`config.mk`:
```
export PLATFORM = sky130hd
export DESIGN_NAME = eicr_queue
export DESIGN_NICKNAME = d
export VERILOG_FILES = /design/src/rtl/core/eicr_pkg.sv /design/src/rtl/core/eicr_queue.sv
export SDC_FILE = /design/constraint.sdc
export NUM_CORES = 1
export LEC_CHECK = 0
export BUFFER_PORTS_ARGS = -buffer_cell sky130_fd_sc_hd__buf_2
export CAP_MARGIN = 20
export CELL_PAD_IN_SITES_DETAIL_PLACEMENT = 0
export CELL_PAD_IN_SITES_GLOBAL_PLACEMENT = 2
export CORE_ASPECT_RATIO = 0.75
export CORE_MARGIN = 2
export CORE_UTILIZATION = 40
export CTS_CLUSTER_DIAMETER = 150
export CTS_CLUSTER_SIZE = 30
export DETAILED_ROUTE_END_ITERATION = 8
export GPL_TIMING_DRIVEN = 0
export PLACE_DENSITY_LB_ADDON = 0.1
export SYNTH_ARGS = -nofsm -noshare
export SYNTH_HDL_FRONTEND = slang
export SYNTH_SLANG_ARGS = --single-unit
```
`constraint.sdc`:
```
create_clock -name i_clk -period 3.47 [get_ports i_clk]
set_input_delay 0.694 -clock i_clk [delete_from_list [all_inputs] [get_ports i_clk]]
set_output_delay 0.694 -clock i_clk [all_outputs]
set_load 0.01 [all_outputs]
```
`src/rtl/core/eicr_pkg.sv`:
```
`default_nettype none
// ---------------------------------------------------------------------------
// Edge interval capture ring: shared package
// Field widths, result kinds and the request record that travels from the
// front end through the request queue to the execution unit.
// ---------------------------------------------------------------------------
package eicr_pkg;

    localparam int TIME_W  = 32;
    localparam int WORDS_W = 7;
    localparam int AVAIL_W = 12;
    localparam int KIND_W  = 2;

    // Largest count that the available field can carry.
    localparam logic [AVAIL_W-1:0] AVAIL_MAX = 12'hFFF;

    // Command codes on the input side.
    localparam logic CMD_EDGE = 1'b0;
    localparam logic CMD_READ = 1'b1;

    // Result kinds on the output side.
    typedef enum logic [KIND_W-1:0] {
        KIND_EDGE  = 2'd0,
        KIND_DATA  = 2'd1,
        KIND_EMPTY = 2'd2
    } t_kind;

    // One classified request: an edge with its timestamp, or a read with its
    // word count already clamped to the burst limit.
    typedef struct packed {
        logic              is_read;
        logic [TIME_W-1:0] edge_time;
        logic [WORDS_W-1:0] want;
    } t_req;

endpackage : eicr_pkg
`default_nettype wire

```
`src/rtl/core/eicr_queue.sv`:
```
`default_nettype none
// ---------------------------------------------------------------------------
// Edge interval capture ring: request queue
// Two-entry queue that decouples the front end from the execution unit.
// ---------------------------------------------------------------------------
module eicr_queue (
    input  wire             i_clk,
    input  wire             i_rst_n,
    input  wire             i_push_valid,
    output logic            o_push_ready,
    input  eicr_pkg::t_req  i_push_req,
    output logic            o_pop_valid,
    input  wire             i_pop_ready,
    output eicr_pkg::t_req  o_pop_req
);
    import eicr_pkg::*;

    t_req       r_slot [2];
    logic       r_wr_idx;
    logic       r_rd_idx;
    logic [1:0] r_count;
    logic       push;
    logic       pop;

    assign o_push_ready = (r_count != 2'd2);
    assign o_pop_valid  = (r_count != 2'd0);
    assign o_pop_req    = r_slot[r_rd_idx];
    assign push         = i_push_valid && o_push_ready;
    assign pop          = o_pop_valid && i_pop_ready;

    // Slot storage.
    always_ff @(posedge i_clk) begin
        if (push) begin
            r_slot[r_wr_idx] <= i_push_req;
        end
    end

    // Indexes and fill count.
    always_ff @(posedge i_clk) begin
        if (!i_rst_n) begin
            r_wr_idx <= 1'b0;
            r_rd_idx <= 1'b0;
            r_count  <= 2'd0;
        end else begin
            if (push) begin
                r_wr_idx <= ~r_wr_idx;
            end
            if (pop) begin
                r_rd_idx <= ~r_rd_idx;
            end
            if (push && !pop) begin
                r_count <= r_count + 2'd1;
            end else if (pop && !push) begin
                r_count <= r_count - 2'd1;
            end
        end
    end

endmodule : eicr_queue
`default_nettype wire

```
Word level (Yosys, flattened, before mapping):

Memory sizes are Yosys's and may differ from the RTL's. A register that Yosys moved wholly into a read port is not among the register bits.
Index checks and enable logic that the tools add are counted.

* equality and inequality tests: 1
* muxes and demuxes: 6
* bitwise logic cells: 2
* reductions and logical operators: 8
* add/subtract/negate cells: 2

Operators with widths (count)
* $logic_and 1x1->1: 4
* $mux 1: 4
* $mux 2: 2
* $reduce_bool 2->1: 2
* $add 2x1->2 const B: 1
* $logic_not 1->1: 2
* $ne 2x2->1 const B: 1
* $not 1->1: 2
* $sub 2x1->2 const B: 1

* memories: 1
* output and inout bits: 42
* bits in writable memories: 80
* register bits: 4
* word-level logic and storage cells: 23
* input bits: 44

Memories
* r_slot: words 2, width 40, rd ports 1, clocked after Yosys merged registers in 1, wr ports 1, line eicr_queue.sv:18 `t_req r_slot [2];`

Logic depth before layout (Yosys ltp):

* depth after elaboration: 6
* depth in mapped cells: 6
* mapped depth without buffers: 6

Worst setup path after synthesis:

No wires, ideal clock.

* kind: in2reg
* from: in i_push_valid
* to: mem r_slot[1][0] (netlist name) (enable)
* arrival time: 1708 ps
* data required time: 3069 ps
* library setup time: 401 ps
* cell stages on the path: 1
* path slack: 1361 ps
* path buffers: 0
* cells stage by stage: and3_1

* word-level cells in the longest chain between the ends: 3

RTL lines
* start: declaration: line eicr_queue.sv:9 `input wire i_push_valid,`
* $logic_and 1x1->1: line eicr_queue.sv:28 `assign push = i_push_valid && o_push_ready;`
* $mux 1: line eicr_queue.sv:33 `if (push) begin`
* $mux 1 (implied by the code): line eicr_queue.sv:34 `r_slot[r_wr_idx] <= i_push_req;`
* end: declaration: line eicr_queue.sv:18

Every way passes these cells.

==> results.ini <==
[sta]
fin_worst_skew_ps = 7.68
setup_viol_count_final = 0
hold_violations = 0
maxClockFrequency_mhz = 451
tightest_slew_ps = 962
min_period_ps = 2220
finalMaxSlewViolations = 0
fin_crit_sh = 0.640
relSlewSlack = 0.359
rsz0062_at_grt = no
setup_tns_ps = 0

[logic_synthesis]
yosysUniqueCellTypes = 19
synthTopCellsByCount = edfxtp_1, mux2_2, dfxtp_1
synth_top_area_share = 0.771
syn_area_per_cell_um2 = 21.1
synthCells = 148
yosysWarnings = 0
syn_nets = 193
synthFlopType = edfxtp_1
ys_ff_latch = 85
yosysTopAreaCell = edfxtp_1
synth.most_common_cell = edfxtp_1
synthTopCellsByArea = edfxtp_1, mux2_2, dfxtp_1, and2_1, buf_2
synthArstFlopShare = 0
synth_area_um2 = 3120
ys_seq_area_frac = 0.803
synth_edf_count = 80

[clock_tree]
cts.sinks = 85
cts_resized = 0
htree_num_levels = 3
cts_buffers = 9
ctsHoldBuffers = 0
clockBufferDepth = 2
root_buffer = clkbuf_8
cts_tree = yes
clkTransAtPathRegs_ps = 80
clk_latency_ps = 340
post_cts_buffers = 0

[detailed_routing]
wirelength_mm = 5.10
drtAntennaViolNets = 0
via_per_inst = 4.65
wire_per_inst_um = 14.7
drtIter0Drc = 87
drc = 0
via_count = 1619
dr.pass1.iters = 4

[placed_design]
routabilityCongestion = 0.698
port_buffers = 85
place_area_um2 = 3670
hpwl_mm = 3.40

[global_routing]
grt_pass1_vias = 1671
grt_pass1_wl_mm = 7.80
grt_use_total = 0.126
grt_overflow = 0
grt_antenna_before_repair = 0
grt_max_degree = 41

[floorplanning]
die_x_um = 106
num_rows = 27
dieHeight_um = 80.4
core_area_um2 = 7430
num_io_pins = 86
die_area_um2 = 8520
start_util = 0.419

[power]
p_leak_nw = 1.45
vdd_ir_drop_max_mv = 0.277
power.density_nw_per_um2 = 702
power.total_w = 0.00272

[cells_and_area]
syn_to_final_growth_pct = 24.2
drive_gt1_frac = 0.599
fillCellCount = 648
final_area_um2 = 3870
seqCellArea_um2 = 2500
fin_nets = 289
multi_input_area_um2 = 591
antennaDiodeCount = 0

[setup_path]
crit_fanout = 10
cp_data_required_time_ps = 2780
cp_data_arrival_time_ps = 1530
reg2reg_to = r_slot[1][37]
cp-start-kind = register
worstSetupEndpointType = output port
critPathKind = register to output port
r2r_start = r_count[0]
r2r_cells = 2
r2r_slack_ps = 1650

[min_path]
hp-start = i_push_req[18]
hp-class = input port to register
hold_end = r_slot[0][18]
hold_depth = 1

[job]
cap_violations = 0

[status]
status = finished, final reports clean

[registers in the layout, indices dropped and copies added, names as in the netlist, named ones only]
signal,flops
r_wr_idx,1
r_count,2
r_slot,80
r_rd_idx,1
[worst max-delay path by stage]
| stage | slack, ps | startpoint | cells past startpoint | end |
|---|---|---|---|---|
| 2_1_floorplan | 1360 | i_push_valid | 1 | r_slot[1][0] |
| 3_3_place_gp | 810 | i_push_valid | 2 | r_slot[1][20] |
| 3_5_place_dp | 1390 | i_push_valid | 2 | r_slot[1][13] |
| 4_1_cts | 1210 | register | 3 | o_pop_req[22] |
| 5_1_grt | 1160 | register | 3 | o_pop_req[24] |
| 6_report | 1250 | register | 3 | o_pop_req[22] |
[stage by stage]
step                      hold slack [ps]  setup slack, ps  utilization  instances
after floorplan                       512             1360            -        148
after global placement                527              805        0.493        334
after detailed placement              556             1390        0.494        334
after CTS                             518             1210        0.521        348
after global routing                  515             1160        0.521        348
final                                 539             1250        0.521        348
[placed cells by master (no fill, tap or decap)]
cell / instances
buf_2: 89
edfxtp_1: 80
mux2_2: 40
clkbuf_8: 9
dfxtp_1: 5
and2_1: 4
xnor2_1: 2
clkinv_2: 2
bufinv_16: 2
nand2b_4: 1
or2_2: 1
o21ai_1: 1
and3_2: 1
nand3b_1: 1
inv_2: 1
a21bo_2: 1
a21boi_0: 1
xor2_1: 1
o21ai_0: 1
or3_1: 1
a21boi_1: 1
ha_1: 1
clkinvlp_4: 1
[report_power, final]
group / leakage (nW) / switching [W] / internal, W
sequential: 0.788 / 0.0000449 / 0.00128
clock: 0.101 / 0.000311 / 0.000395
combinational: 0.562 / 0.000348 / 0.000334
[cell families after synthesis]
group / after synthesis / share of synthesized area
xor+xnor: 3 / 0.00844
compound gates: 5 / 0.0112
buf+inv: 5 / 0.00763
mux: 40 / 0.145
simple gates: 9 / 0.0209
flops: 85 / 0.803
fa+ha+maj: 1 / 0.00402
[per-layer routing]
| metal | part of all wire | track usage | vias to the layer above |
|---|---|---|---|
| met2 | 0.52 | 0.223 | 57 |
| li1 | - | - | 767 |
| met4 | 0.012 | 0.0553 | 0 |
| met3 | 0.079 | 0.0552 | 8 |
| met1 | 0.39 | 0.131 | 787 |
| met5 | 0 | 0 | - |
[critical path, cell delays in order (launching register included)]
cell and delay, ps:
dfxtp_1 390, buf_2 280, mux2_2 380, buf_2 140
[layout make-up]
| type | count | area share |
|---|---|---|
| buffer | 4 | 0.00517 |
| clock buffer | 9 | 0.0320 |
| clock inverter | 5 | 0.0200 |
| inverter | 1 | 0.000970 |
| multi-input combinational | 58 | 0.153 |
| sequential | 85 | 0.647 |
| tap | 101 | 0.0327 |
| timing repair buffer | 85 | 0.110 |
(Power assumes the default switching activity.)
